<file path="config.mk">
export PLATFORM = sky130hd
export DESIGN_NAME = scissored_alpha_blend_pixel_write_top_flat
export DESIGN_NICKNAME = d
export VERILOG_FILES = /design/src/hw/rtl/sapw_pkg.sv /design/src/hw/rtl/sapw_pixel_if.sv /design/src/hw/rtl/sapw_result_if.sv /design/src/hw/rtl/scissored_alpha_blend_pixel_write_top.sv /design/src/hw/rtl/sapw_blend_lane.sv /design/src/flat_wrapper.sv
export SDC_FILE = /design/constraint.sdc
export NUM_CORES = 2
export LEC_CHECK = 0
export ABC_AREA = 1
export BUFFER_PORTS_ARGS = -buffer_cell sky130_fd_sc_hd__buf_4
export CORE_UTILIZATION = 50
export DETAILED_ROUTE_END_ITERATION = 10
export GPL_TIMING_DRIVEN = 0
export HOLD_SLACK_MARGIN = 0.03
export PLACE_DENSITY = 0.67
export RECOVER_POWER = 50
export SYNTH_ARGS = -nofsm -noshare
export SYNTH_HDL_FRONTEND = slang
export SYNTH_SLANG_ARGS = --single-unit
export TNS_END_PERCENT = 30
</file>
<file path="constraint.sdc">
create_clock -name clk -period 9.89 [get_ports clk]
set_input_delay 0 -clock clk [delete_from_list [all_inputs] [get_ports clk]]
set_output_delay 0 -clock clk [all_outputs]
set_load 0.005 [all_outputs]
</file>
<file path="src/hw/rtl/sapw_pkg.sv">
// Shared types and constants for the scissored alpha blend pixel write unit.
`timescale 1ns / 1ps

package sapw_pkg;

    // Configuration port geometry.
    localparam int CFG_INDEX_W = 3;
    localparam int CFG_DATA_W  = 14;

    // Field widths.
    localparam int DIM_W   = 13;
    localparam int EDGE_W  = 12;
    localparam int EXTENT_W = 14;
    localparam int INDEX_W = 24;

    // Register reset values.
    localparam logic [DIM_W-1:0] BUFFER_WIDTH_RESET  = 13'd640;
    localparam logic [DIM_W-1:0] BUFFER_HEIGHT_RESET = 13'd480;

    // Blend arithmetic constants.
    localparam logic [7:0]  ALPHA_FULL  = 8'hFF;
    localparam logic [15:0] ROUND_BIAS  = 16'd127;
    // Reciprocal of 255 scaled by 2^23; exact for every blend sum below 2^16.
    localparam logic [15:0] RECIP_255   = 16'h8081;
    localparam int          RECIP_SHIFT = 23;

    // Configuration register indexes.
    typedef enum logic [CFG_INDEX_W-1:0] {
        REG_BUFFER_WIDTH   = 3'd0,
        REG_BUFFER_HEIGHT  = 3'd1,
        REG_SCISSOR_ENABLE = 3'd2,
        REG_SCISSOR_LEFT   = 3'd3,
        REG_SCISSOR_TOP    = 3'd4,
        REG_SCISSOR_WIDTH  = 3'd5,
        REG_SCISSOR_HEIGHT = 3'd6
    } cfg_reg_t;

    // One pixel request.
    typedef struct packed {
        logic signed [15:0] pos_x;
        logic signed [15:0] pos_y;
        logic [7:0]         src_blue;
        logic [7:0]         src_green;
        logic [7:0]         src_red;
        logic [7:0]         src_alpha;
        logic [7:0]         dst_blue;
        logic [7:0]         dst_green;
        logic [7:0]         dst_red;
    } pixel_req_t;

    // One pixel write result.
    typedef struct packed {
        logic               write_enable;
        logic [INDEX_W-1:0] pixel_index;
        logic [7:0]         out_blue;
        logic [7:0]         out_green;
        logic [7:0]         out_red;
    } pixel_wr_t;

    // Load enables of the three pipeline stages.
    typedef struct packed {
        logic load1;
        logic load2;
        logic load3;
    } stage_load_t;

endpackage

</file>
<file path="src/hw/rtl/sapw_pixel_if.sv">
// Request channel carrying pixel requests into the write unit.
`timescale 1ns / 1ps

interface sapw_pixel_if
    import sapw_pkg::*;
();
    logic       valid;
    logic       ready;
    pixel_req_t data;

    modport source (output valid, output data, input ready);
    modport sink   (input valid, input data, output ready);
endinterface

</file>
<file path="src/hw/rtl/sapw_result_if.sv">
// Result channel carrying pixel write results out of the write unit.
`timescale 1ns / 1ps

interface sapw_result_if
    import sapw_pkg::*;
();
    logic      valid;
    logic      ready;
    pixel_wr_t data;

    modport source (output valid, output data, input ready);
    modport sink   (input valid, input data, output ready);
endinterface

</file>
<file path="src/hw/rtl/scissored_alpha_blend_pixel_write_top.sv">
// Top level of the scissored alpha blend pixel write unit.
// Throughput: one request per cycle; a stalled result holds the pipeline in place.
// The index product and the blend reciprocal multiply each occupy one stage.
// Reset clears all stage valid bits and returns the configuration to
// a 640 by 480 buffer with the scissor rectangle disabled.
`timescale 1ns / 1ps

module scissored_alpha_blend_pixel_write_top
    import sapw_pkg::*;
#(
    parameter int MAX_DIMENSION = 4096
)
(
    input  logic                   clk,
    input  logic                   rst_n,
    input  logic                   cfg_wr_en,
    input  logic [CFG_INDEX_W-1:0] cfg_index,
    input  logic [CFG_DATA_W-1:0]  cfg_data,
    sapw_pixel_if.sink             pixel,
    sapw_result_if.source          result
);

    // Largest effective buffer dimension that a register can express.
    localparam logic [DIM_W-1:0] DIM_CAP =
        (MAX_DIMENSION > 8191) ? {DIM_W{1'b1}} : DIM_W'(MAX_DIMENSION);

    // Configuration registers.
    logic [DIM_W-1:0]    buffer_width_reg;
    logic [DIM_W-1:0]    buffer_height_reg;
    logic                scissor_enable_reg;
    logic [EDGE_W-1:0]   scissor_left_reg;
    logic [EDGE_W-1:0]   scissor_top_reg;
    logic [EXTENT_W-1:0] scissor_width_reg;
    logic [EXTENT_W-1:0] scissor_height_reg;

    // Pipeline control.
    logic        valid1_reg;
    logic        valid2_reg;
    logic        valid3_reg;
    stage_load_t load;

    // Stage payloads.
    logic               keep1_reg;
    logic [DIM_W-1:0]   x1_reg;
    logic [DIM_W-1:0]   y1_reg;
    logic [DIM_W-1:0]   w1_reg;
    logic               keep2_reg;
    logic [INDEX_W-1:0] index2_reg;
    logic               keep3_reg;
    logic [INDEX_W-1:0] index3_reg;

    logic               keep1_next;
    logic [INDEX_W-1:0] index2_next;
    logic [INDEX_W-1:0] index3_next;

    logic [DIM_W-1:0]    w_eff;
    logic [DIM_W-1:0]    h_eff;
    logic [14:0]         x_mag;
    logic [14:0]         y_mag;
    logic [14:0]         sc_right;
    logic [14:0]         sc_bottom;
    logic                in_buffer;
    logic                in_scissor;
    logic [2*DIM_W-1:0]  index_full;

    logic [7:0] blue_out;
    logic [7:0] green_out;
    logic [7:0] red_out;

    // Configuration writes; an index past the register list is ignored.
    always_ff @(posedge clk or negedge rst_n)
    begin
        if (!rst_n)
        begin
            buffer_width_reg   <= BUFFER_WIDTH_RESET;
            buffer_height_reg  <= BUFFER_HEIGHT_RESET;
            scissor_enable_reg <= 1'b0;
            scissor_left_reg   <= '0;
            scissor_top_reg    <= '0;
            scissor_width_reg  <= '0;
            scissor_height_reg <= '0;
        end
        else if (cfg_wr_en)
        begin
            case (cfg_reg_t'(cfg_index))
                REG_BUFFER_WIDTH:   buffer_width_reg   <= cfg_data[DIM_W-1:0];
                REG_BUFFER_HEIGHT:  buffer_height_reg  <= cfg_data[DIM_W-1:0];
                REG_SCISSOR_ENABLE: scissor_enable_reg <= cfg_data[0];
                REG_SCISSOR_LEFT:   scissor_left_reg   <= cfg_data[EDGE_W-1:0];
                REG_SCISSOR_TOP:    scissor_top_reg    <= cfg_data[EDGE_W-1:0];
                REG_SCISSOR_WIDTH:  scissor_width_reg  <= cfg_data[EXTENT_W-1:0];
                REG_SCISSOR_HEIGHT: scissor_height_reg <= cfg_data[EXTENT_W-1:0];
                default:            ;
            endcase
        end
    end

    // Stall control: a stage loads when it is empty or its contents move on.
    always_comb
    begin
        load.load3 = !valid3_reg || result.ready;
        load.load2 = !valid2_reg || load.load3;
        load.load1 = !valid1_reg || load.load2;
    end

    assign pixel.ready = load.load1;

    always_ff @(posedge clk or negedge rst_n)
    begin
        if (!rst_n)
        begin
            valid1_reg <= 1'b0;
            valid2_reg <= 1'b0;
            valid3_reg <= 1'b0;
        end
        else
        begin
            if (load.load1)
            begin
                valid1_reg <= pixel.valid;
            end
            if (load.load2)
            begin
                valid2_reg <= valid1_reg;
            end
            if (load.load3)
            begin
                valid3_reg <= valid2_reg;
            end
        end
    end

    // Stage 1: buffer bounds, scissor test and transparent-source drop.
    always_comb
    begin
        w_eff     = (buffer_width_reg > DIM_CAP) ? DIM_CAP : buffer_width_reg;
        h_eff     = (buffer_height_reg > DIM_CAP) ? DIM_CAP : buffer_height_reg;
        x_mag     = pixel.data.pos_x[14:0];
        y_mag     = pixel.data.pos_y[14:0];
        sc_right  = 15'(scissor_left_reg) + 15'(scissor_width_reg);
        sc_bottom = 15'(scissor_top_reg) + 15'(scissor_height_reg);
        in_buffer = !pixel.data.pos_x[15] && !pixel.data.pos_y[15]
                    && (x_mag < 15'(w_eff)) && (y_mag < 15'(h_eff));
        in_scissor = (x_mag >= 15'(scissor_left_reg)) && (x_mag < sc_right)
                     && (y_mag >= 15'(scissor_top_reg)) && (y_mag < sc_bottom);
        keep1_next = (pixel.data.src_alpha != 8'd0) && in_buffer
                     && (!scissor_enable_reg || in_scissor);
    end

    // Stage 2: linear index y*width + x.
    always_comb
    begin
        index_full  = (2*DIM_W)'(y1_reg) * (2*DIM_W)'(w1_reg) + (2*DIM_W)'(x1_reg);
        index2_next = index_full[INDEX_W-1:0];
    end

    // Stage 3: dropped writes report a zero index.
    always_comb
    begin
        index3_next = keep2_reg ? index2_reg : '0;
    end

    always_ff @(posedge clk)
    begin
        if (load.load1)
        begin
            keep1_reg <= keep1_next;
            x1_reg    <= pixel.data.pos_x[DIM_W-1:0];
            y1_reg    <= pixel.data.pos_y[DIM_W-1:0];
            w1_reg    <= w_eff;
        end
        if (load.load2)
        begin
            keep2_reg  <= keep1_reg;
            index2_reg <= index2_next;
        end
        if (load.load3)
        begin
            keep3_reg  <= keep2_reg;
            index3_reg <= index3_next;
        end
    end

    // Per-channel blend lanes; an opaque source blends to itself exactly.
    sapw_blend_lane u_blue (
        .clk     (clk),
        .load    (load),
        .src     (pixel.data.src_blue),
        .dst     (pixel.data.dst_blue),
        .alpha   (pixel.data.src_alpha),
        .keep    (keep2_reg),
        .blended (blue_out)
    );

    sapw_blend_lane u_green (
        .clk     (clk),
        .load    (load),
        .src     (pixel.data.src_green),
        .dst     (pixel.data.dst_green),
        .alpha   (pixel.data.src_alpha),
        .keep    (keep2_reg),
        .blended (green_out)
    );

    sapw_blend_lane u_red (
        .clk     (clk),
        .load    (load),
        .src     (pixel.data.src_red),
        .dst     (pixel.data.dst_red),
        .alpha   (pixel.data.src_alpha),
        .keep    (keep2_reg),
        .blended (red_out)
    );

    // Result channel driven straight from the last stage.
    always_comb
    begin
        result.valid             = valid3_reg;
        result.data.write_enable = keep3_reg;
        result.data.pixel_index  = index3_reg;
        result.data.out_blue     = blue_out;
        result.data.out_green    = green_out;
        result.data.out_red      = red_out;
    end

endmodule

</file>
<file path="src/hw/rtl/sapw_blend_lane.sv">
// Three-stage source-over blend datapath for one color channel.
`timescale 1ns / 1ps

module sapw_blend_lane
    import sapw_pkg::*;
(
    input  logic        clk,
    input  stage_load_t load,
    input  logic [7:0]  src,
    input  logic [7:0]  dst,
    input  logic [7:0]  alpha,
    input  logic        keep,
    output logic [7:0]  blended
);

    logic [15:0] src_term_reg;
    logic [15:0] dst_term_reg;
    logic [15:0] sum_reg;
    logic [7:0]  blended_reg;

    logic [15:0] src_term_next;
    logic [15:0] dst_term_next;
    logic [15:0] sum_next;
    logic [31:0] scaled;
    logic [7:0]  blended_next;

    // Stage 1: weighted source and destination terms.
    always_comb
    begin
        src_term_next = 16'(src) * 16'(alpha);
        dst_term_next = 16'(dst) * 16'(ALPHA_FULL - alpha);
    end

    // Stage 2: rounded sum, at most 255*255+127.
    always_comb
    begin
        sum_next = src_term_reg + dst_term_reg + ROUND_BIAS;
    end

    // Stage 3: divide by 255 through the scaled reciprocal; dropped writes read zero.
    always_comb
    begin
        scaled       = 32'(sum_reg) * 32'(RECIP_255);
        blended_next = keep ? scaled[RECIP_SHIFT +: 8] : 8'd0;
    end

    always_ff @(posedge clk)
    begin
        if (load.load1)
        begin
            src_term_reg <= src_term_next;
            dst_term_reg <= dst_term_next;
        end
        if (load.load2)
        begin
            sum_reg <= sum_next;
        end
        if (load.load3)
        begin
            blended_reg <= blended_next;
        end
    end

    assign blended = blended_reg;

endmodule

</file>
<file path="src/flat_wrapper.sv">
// flat-port wrapper written by rule: the top's interface ports become plain ports
module scissored_alpha_blend_pixel_write_top_flat import sapw_pkg::*;
#(
    parameter int MAX_DIMENSION = 4096
)
  (clk, rst_n, cfg_wr_en, cfg_index, cfg_data, pixel_valid, pixel_data, pixel_ready, result_valid, result_data, result_ready);
  sapw_pixel_if pixel_i ();
  sapw_result_if result_i ();
  input  logic clk;
  input  logic rst_n;
  input  logic cfg_wr_en;
  input  logic [CFG_INDEX_W-1:0] cfg_index;
  input  logic [CFG_DATA_W-1:0] cfg_data;
  input wire logic [$bits(pixel_i.valid)-1:0] pixel_valid;
  input wire logic [$bits(pixel_i.data)-1:0] pixel_data;
  output wire logic [$bits(pixel_i.ready)-1:0] pixel_ready;
  output wire logic [$bits(result_i.valid)-1:0] result_valid;
  output wire logic [$bits(result_i.data)-1:0] result_data;
  input wire logic [$bits(result_i.ready)-1:0] result_ready;
  assign pixel_i.valid = pixel_valid;
  assign pixel_i.data = pixel_data;
  assign pixel_ready = pixel_i.ready;
  assign result_valid = result_i.valid;
  assign result_data = result_i.data;
  assign result_i.ready = result_ready;
  scissored_alpha_blend_pixel_write_top #(.MAX_DIMENSION(MAX_DIMENSION)) u_core (.clk(clk), .rst_n(rst_n), .cfg_wr_en(cfg_wr_en), .cfg_index(cfg_index), .cfg_data(cfg_data), .pixel(pixel_i), .result(result_i));
endmodule
</file>
==> summary.txt <==
Clock tree
  • Clock tree from TritonCTS: built
  • Post-cts resize count: 0
  • Source-to-sink clock delay at the later pin of the worst-skew pair: 0.60 ns
  • Count of clock tree sinks: 340
  • Root Driver: sky130_fd_sc_hd__clkbuf_16
  • CTS Buffer Depth: 3
  • Clock-pin slew reported for the worst setup and hold paths after clock tree synthesis: 0.06 ns
  • H-tree levels: 2
  • CTS Buf Count: 41

Pwr
  • Share of power burned in the clock network: 10.3%
  • Combinational cell fraction of total power: 71.1%
  • PD cells: 348 mW/mm²
  • Register share of total power: 18.6%
  • VDD IR-drop max: 420 µV
  • Total internal power: 7.71 mW
  • Switching Fraction: 49.8%
  • Reported net switching power: 7.65 mW
  • Total leakage power: 24.1 nW

Global route
  • Largest net degree at the start of global routing: 83
  • Overall Global Routing Usage: 24.6%
  • First-pass GRT wire length: 158000 µm
  • Met1 usage in global routing: 35.0%
  • Global route total overflow: 0
  • Met2 demand-to-capacity share in global routing: 38.8%
  • Vias in the first global route: 30584
  • Busiest metal layer after global routing: met2
  • Met3 demand-to-capacity share in global routing: 4.06%
  • Antenna violations before repair: 8

Final layout
  • Fin util: 55.9%
  • Layout cell share with drive strength beyond 1: 4.41%
  • NumNets Final: 6029
  • Layout area overhead: 10.6%
  • Area of all placed cells without fillers: 0.0441 mm²

Status
  • Status: complete, but fails checks
  • Violated checks: max-capacitance violations, max-slew violations

Floorplan
  • Full die area: 0.0809 mm²
  • Standard-cell row count: 103
  • Core region area: 0.0790 mm²
  • Ports placed on the boundary: 161
  • Die Height: 284 µm
  • Initial cell density of the core: 50.5%
  • Chip Width: 284 µm

Setup path
  • Startpoint Class: flip-flop
  • Crit path kind: reg2reg
  • Biggest fanout along the worst timing path: 10
  • Critical Path AT: 6.31 ns
  • Capture point of the worst path: u_core.index2_reg[19]$_DFFE_PP_
  • Reg-to-reg startpoint: u_core.y1_reg[6]$_DFFE_PP_
  • Worst reg-to-reg setup slack: 3.93 ns
  • Launching instance or port of the critical path: u_core.y1_reg[6]$_DFFE_PP_
  • FF-to-FF End: u_core.index2_reg[19]$_DFFE_PP_
  • Critical Path End Type: flip-flop
  • Worst r2r path cells: 25
  • Data required time of the critical path: 10.24 ns

Yosys
  • Post-Synthesis Cells: 4654
  • Post-synthesis area per instance: 8.57 µm²
  • Post-synth EDFFs: 258
  • Most used flip-flop cell after synthesis: sky130_fd_sc_hd__edfxtp_1
  • Netlist cell types: 54
  • Syn. warnings: 0
  • Syn Std Cell Area: 0.0399 mm²
  • Async S/R FF share, synth: 24.1%
  • Part of the Yosys area used for sequential elements: 24.6%
  • Post-synthesis sequential element count: 340
  • Synth Net Count: 5791

Timing
  • Endpoints failing setup: 0
  • Max-slew headroom: -206%
  • Final-report max-slew violation count: 192
  • Count of endpoints failing hold in the final timing report: 0
  • Highest clock rate: 168 MHz
  • Least-Margin Pin Slew: 4.59 ns
  • Post-route clock period utilization: 60.2%
  • Unrepaired setup endpoints after global routing: false
  • Post-Route Skew: 0.0325 ns
  • Total Neg Setup Slack: 0 ns
  • Shortest period the worst path allows: 5.96 ns

Place
  • Final weighted congestion in routability-driven placement: 0.944
  • Buffers on Ports: 130
  • Cell area after placement: 0.0423 mm²
  • Placed wire-length estimate: 79000 µm

Detailed routing
  • Routed wirelength normalized by instance count: 16.3 µm
  • Number of nets still failing antenna checks after routing: 0
  • Number of remaining DRC errors: 0
  • Detailed-route wire length: 97700 µm
  • Starting DRC count in detailed routing: 1912
  • Routed via count divided by cell count: 5.16
  • Router iterations before antenna repair: 5
  • Routed vias: 30861

Hold path
  • Hold Path Class: in2reg

Flow run
  • Number of violations of the max-capacitance limit: 3
layer usage:
| layer | vias up | part of all wire (%) |
|---|---|---|
| li1 | 15208 | - |
| met1 | 14677 | 47 |
| met2 | 815 | 44 |
| met3 | 153 | 6.7 |
| met4 | 8 | 2.5 |
| met5 | - | 0.043 |
power groups by stage:
| stage | sequential (mW) | clock [mW] | combinational [mW] |
|---|---|---|---|
| global placement | 2.88 | 0 | 10.7 |
| global route | 2.90 | 1.67 | 12.6 |
| floorplan | 2.72 | 0 | 8.33 |
| detailed placement | 2.88 | 0 | 10.8 |
| CTS | 2.85 | 1.62 | 11.0 |
| finish | 2.86 | 1.58 | 10.9 |
synthesized netlist by cell type, types with 2 or more instances:
| library cell | count | area [µm²] |
|---|---|---|
| sky130_fd_sc_hd__inv_1 | 1017 | 3820 |
| sky130_fd_sc_hd__nand2_1 | 966 | 3630 |
| sky130_fd_sc_hd__ha_1 | 676 | 8460 |
| sky130_fd_sc_hd__fa_1 | 351 | 7030 |
| sky130_fd_sc_hd__nor2_1 | 294 | 1100 |
| sky130_fd_sc_hd__edfxtp_1 | 258 | 7750 |
| sky130_fd_sc_hd__a21oi_1 | 220 | 1100 |
| sky130_fd_sc_hd__o21ai_0 | 163 | 816 |
| sky130_fd_sc_hd__xor2_1 | 108 | 946 |
| sky130_fd_sc_hd__nand3_1 | 101 | 505 |
| sky130_fd_sc_hd__clkbuf_1 | 85 | 319 |
| sky130_fd_sc_hd__dfrtp_1 | 76 | 1900 |
| sky130_fd_sc_hd__xnor2_1 | 59 | 517 |
| sky130_fd_sc_hd__nand4_1 | 44 | 275 |
| sky130_fd_sc_hd__nor3_1 | 35 | 175 |
| sky130_fd_sc_hd__o21bai_1 | 21 | 158 |
| sky130_fd_sc_hd__a21o_1 | 20 | 150 |
| sky130_fd_sc_hd__a31oi_1 | 20 | 125 |
| sky130_fd_sc_hd__o21ai_1 | 11 | 55.1 |
| sky130_fd_sc_hd__buf_2 | 10 | 50.1 |
| sky130_fd_sc_hd__nand3b_1 | 10 | 75.1 |
| sky130_fd_sc_hd__clkbuf_2 | 8 | 40.0 |
| sky130_fd_sc_hd__nand2_2 | 8 | 50.1 |
| sky130_fd_sc_hd__nor4_1 | 8 | 50.1 |
| sky130_fd_sc_hd__o21a_1 | 8 | 60.1 |
| sky130_fd_sc_hd__dfstp_2 | 6 | 158 |
| sky130_fd_sc_hd__a21boi_2 | 5 | 56.3 |
| sky130_fd_sc_hd__and2_1 | 5 | 31.3 |
| sky130_fd_sc_hd__o211ai_1 | 5 | 37.5 |
| sky130_fd_sc_hd__a21oi_2 | 4 | 35.0 |
| sky130_fd_sc_hd__buf_1 | 4 | 15.0 |
| sky130_fd_sc_hd__nor3_2 | 4 | 40.0 |
| sky130_fd_sc_hd__o21ai_2 | 4 | 35.0 |
| sky130_fd_sc_hd__a211oi_1 | 3 | 22.5 |
| sky130_fd_sc_hd__a21boi_0 | 3 | 22.5 |
| sky130_fd_sc_hd__a21boi_1 | 3 | 22.5 |
| sky130_fd_sc_hd__a221oi_1 | 3 | 26.3 |
| sky130_fd_sc_hd__clkinv_1 | 3 | 11.3 |
| sky130_fd_sc_hd__nor4_2 | 3 | 37.5 |
| sky130_fd_sc_hd__o2111ai_1 | 3 | 26.3 |
| sky130_fd_sc_hd__o31ai_1 | 3 | 22.5 |
| sky130_fd_sc_hd__or2_2 | 3 | 18.8 |
| sky130_fd_sc_hd__o21ba_2 | 2 | 20.0 |
how the worst min path moves through the flow:
stage	startpoint	to	slack, ns	depth (start not counted)
6_report	pixel_data[48]	u_core.u_blue.src_term_reg[0]$_DFFE_PP_	0.08	3
3_5_place_dp	pixel_valid	u_core.valid1_reg$_DFFE_PN0P_	0.21	3
4_1_cts	pixel_data[48]	u_core.u_blue.src_term_reg[0]$_DFFE_PP_	0.04	3
2_1_floorplan	rst_n	u_core.buffer_height_reg[0]$_DFFE_PN0P_	-0.30	0
5_1_grt	pixel_data[48]	u_core.u_blue.src_term_reg[0]$_DFFE_PP_	0.10	3
3_3_place_gp	pixel_valid	u_core.valid1_reg$_DFFE_PN0P_	0.20	3
timing repair:
item | in CTS | in global routing
hold buffers | 61 | 0
endpoints found under the hold margin | 193 | 0
buffers inserted | 0 | 0
per-stage QoR:
stage	setup WS, ns	power, mW	hold slack, ns	std cells
2_1_floorplan	4.51	11.0	-0.296	4654
3_3_place_gp	2.31	13.5	0.205	5834
3_5_place_dp	3.95	13.7	0.211	5838
4_1_cts	3.95	15.4	0.0389	5974
5_1_grt	3.60	17.2	0.104	5976
6_report	3.93	15.4	0.0845	5977
cell type report:
cell class | count | area [µm²]
sequential | 340 | 9810
buffer | 109 | 443
timing repair buffer | 195 | 1480
antenna | 3 | 7.51
multi-input combinational | 3185 | 25800
tap | 1050 | 1310
fill | 7207 | 34900
clock inverter | 28 | 355
inverter | 1020 | 3830
clock buffer | 47 | 1070
worst max-delay path, stage by stage, from the launching register on:
cell                       delay, ns
sky130_fd_sc_hd__edfxtp_1       0.50
sky130_fd_sc_hd__clkbuf_1       0.36
sky130_fd_sc_hd__nand2_1        0.15
sky130_fd_sc_hd__inv_1          0.06
sky130_fd_sc_hd__fa_1           0.50
sky130_fd_sc_hd__inv_1          0.05
sky130_fd_sc_hd__fa_1           0.48
sky130_fd_sc_hd__inv_1          0.06
sky130_fd_sc_hd__fa_1           0.50
sky130_fd_sc_hd__inv_1          0.06
sky130_fd_sc_hd__fa_1           0.53
sky130_fd_sc_hd__inv_1          0.05
sky130_fd_sc_hd__fa_1           0.47
sky130_fd_sc_hd__inv_1          0.05
sky130_fd_sc_hd__fa_1           0.47
sky130_fd_sc_hd__inv_1          0.04
sky130_fd_sc_hd__ha_1           0.33
sky130_fd_sc_hd__nand2_1        0.16
sky130_fd_sc_hd__inv_1          0.07
sky130_fd_sc_hd__a21oi_2        0.18
sky130_fd_sc_hd__nand2_2        0.10
sky130_fd_sc_hd__nand2_1        0.08
sky130_fd_sc_hd__nand2_2        0.07
sky130_fd_sc_hd__a21oi_2        0.18
sky130_fd_sc_hd__o21ai_2        0.07
sky130_fd_sc_hd__xor2_1         0.14
cells by family after synthesis:
logic type                 count (synthesis)  share of synthesized area (%)
and+or+nand+nor                         1486                           15.1
buffers and inverters                   1129                           10.7
adders and majority gates               1027                           38.8
AOI/OAI and AO/OA                        505                           7.10
DFF                                      340                           24.6
xor gates and xnor gates                 167                           3.67
placed cells by master (no fill, tap or decap), types with 4 or more instances in the layout:
cell type / synthesis / final
sky130_fd_sc_hd__a21boi_2: 5 / 5
sky130_fd_sc_hd__a21o_1: 20 / 20
sky130_fd_sc_hd__a21oi_1: 220 / 220
sky130_fd_sc_hd__a21oi_2: 4 / 4
sky130_fd_sc_hd__a31oi_1: 20 / 20
sky130_fd_sc_hd__and2_1: 5 / 5
sky130_fd_sc_hd__buf_2: 10 / 10
sky130_fd_sc_hd__buf_4: 1 / 51
sky130_fd_sc_hd__bufinv_16: 0 / 5
sky130_fd_sc_hd__clkbuf_1: 85 / 136
sky130_fd_sc_hd__clkbuf_16: 0 / 41
sky130_fd_sc_hd__clkbuf_2: 8 / 8
sky130_fd_sc_hd__clkbuf_4: 0 / 36
sky130_fd_sc_hd__clkinv_1: 3 / 7
sky130_fd_sc_hd__clkinv_2: 0 / 10
sky130_fd_sc_hd__dfrtp_1: 76 / 76
sky130_fd_sc_hd__dfstp_2: 6 / 6
sky130_fd_sc_hd__dlygate4sd3_1: 0 / 61
sky130_fd_sc_hd__edfxtp_1: 258 / 258
sky130_fd_sc_hd__fa_1: 351 / 351
sky130_fd_sc_hd__ha_1: 676 / 676
sky130_fd_sc_hd__inv_1: 1017 / 1016
sky130_fd_sc_hd__nand2_1: 966 / 967
sky130_fd_sc_hd__nand2_2: 8 / 7
sky130_fd_sc_hd__nand3_1: 101 / 101
sky130_fd_sc_hd__nand3b_1: 10 / 10
sky130_fd_sc_hd__nand4_1: 44 / 44
sky130_fd_sc_hd__nor2_1: 294 / 294
sky130_fd_sc_hd__nor3_1: 35 / 35
sky130_fd_sc_hd__nor3_2: 4 / 4
sky130_fd_sc_hd__nor4_1: 8 / 8
sky130_fd_sc_hd__o211ai_1: 5 / 5
sky130_fd_sc_hd__o21a_1: 8 / 8
sky130_fd_sc_hd__o21ai_0: 163 / 163
sky130_fd_sc_hd__o21ai_1: 11 / 11
sky130_fd_sc_hd__o21ai_2: 4 / 4
sky130_fd_sc_hd__o21bai_1: 21 / 21
sky130_fd_sc_hd__xnor2_1: 59 / 59
sky130_fd_sc_hd__xor2_1: 108 / 108
Power figures use the tool's default switching activity.
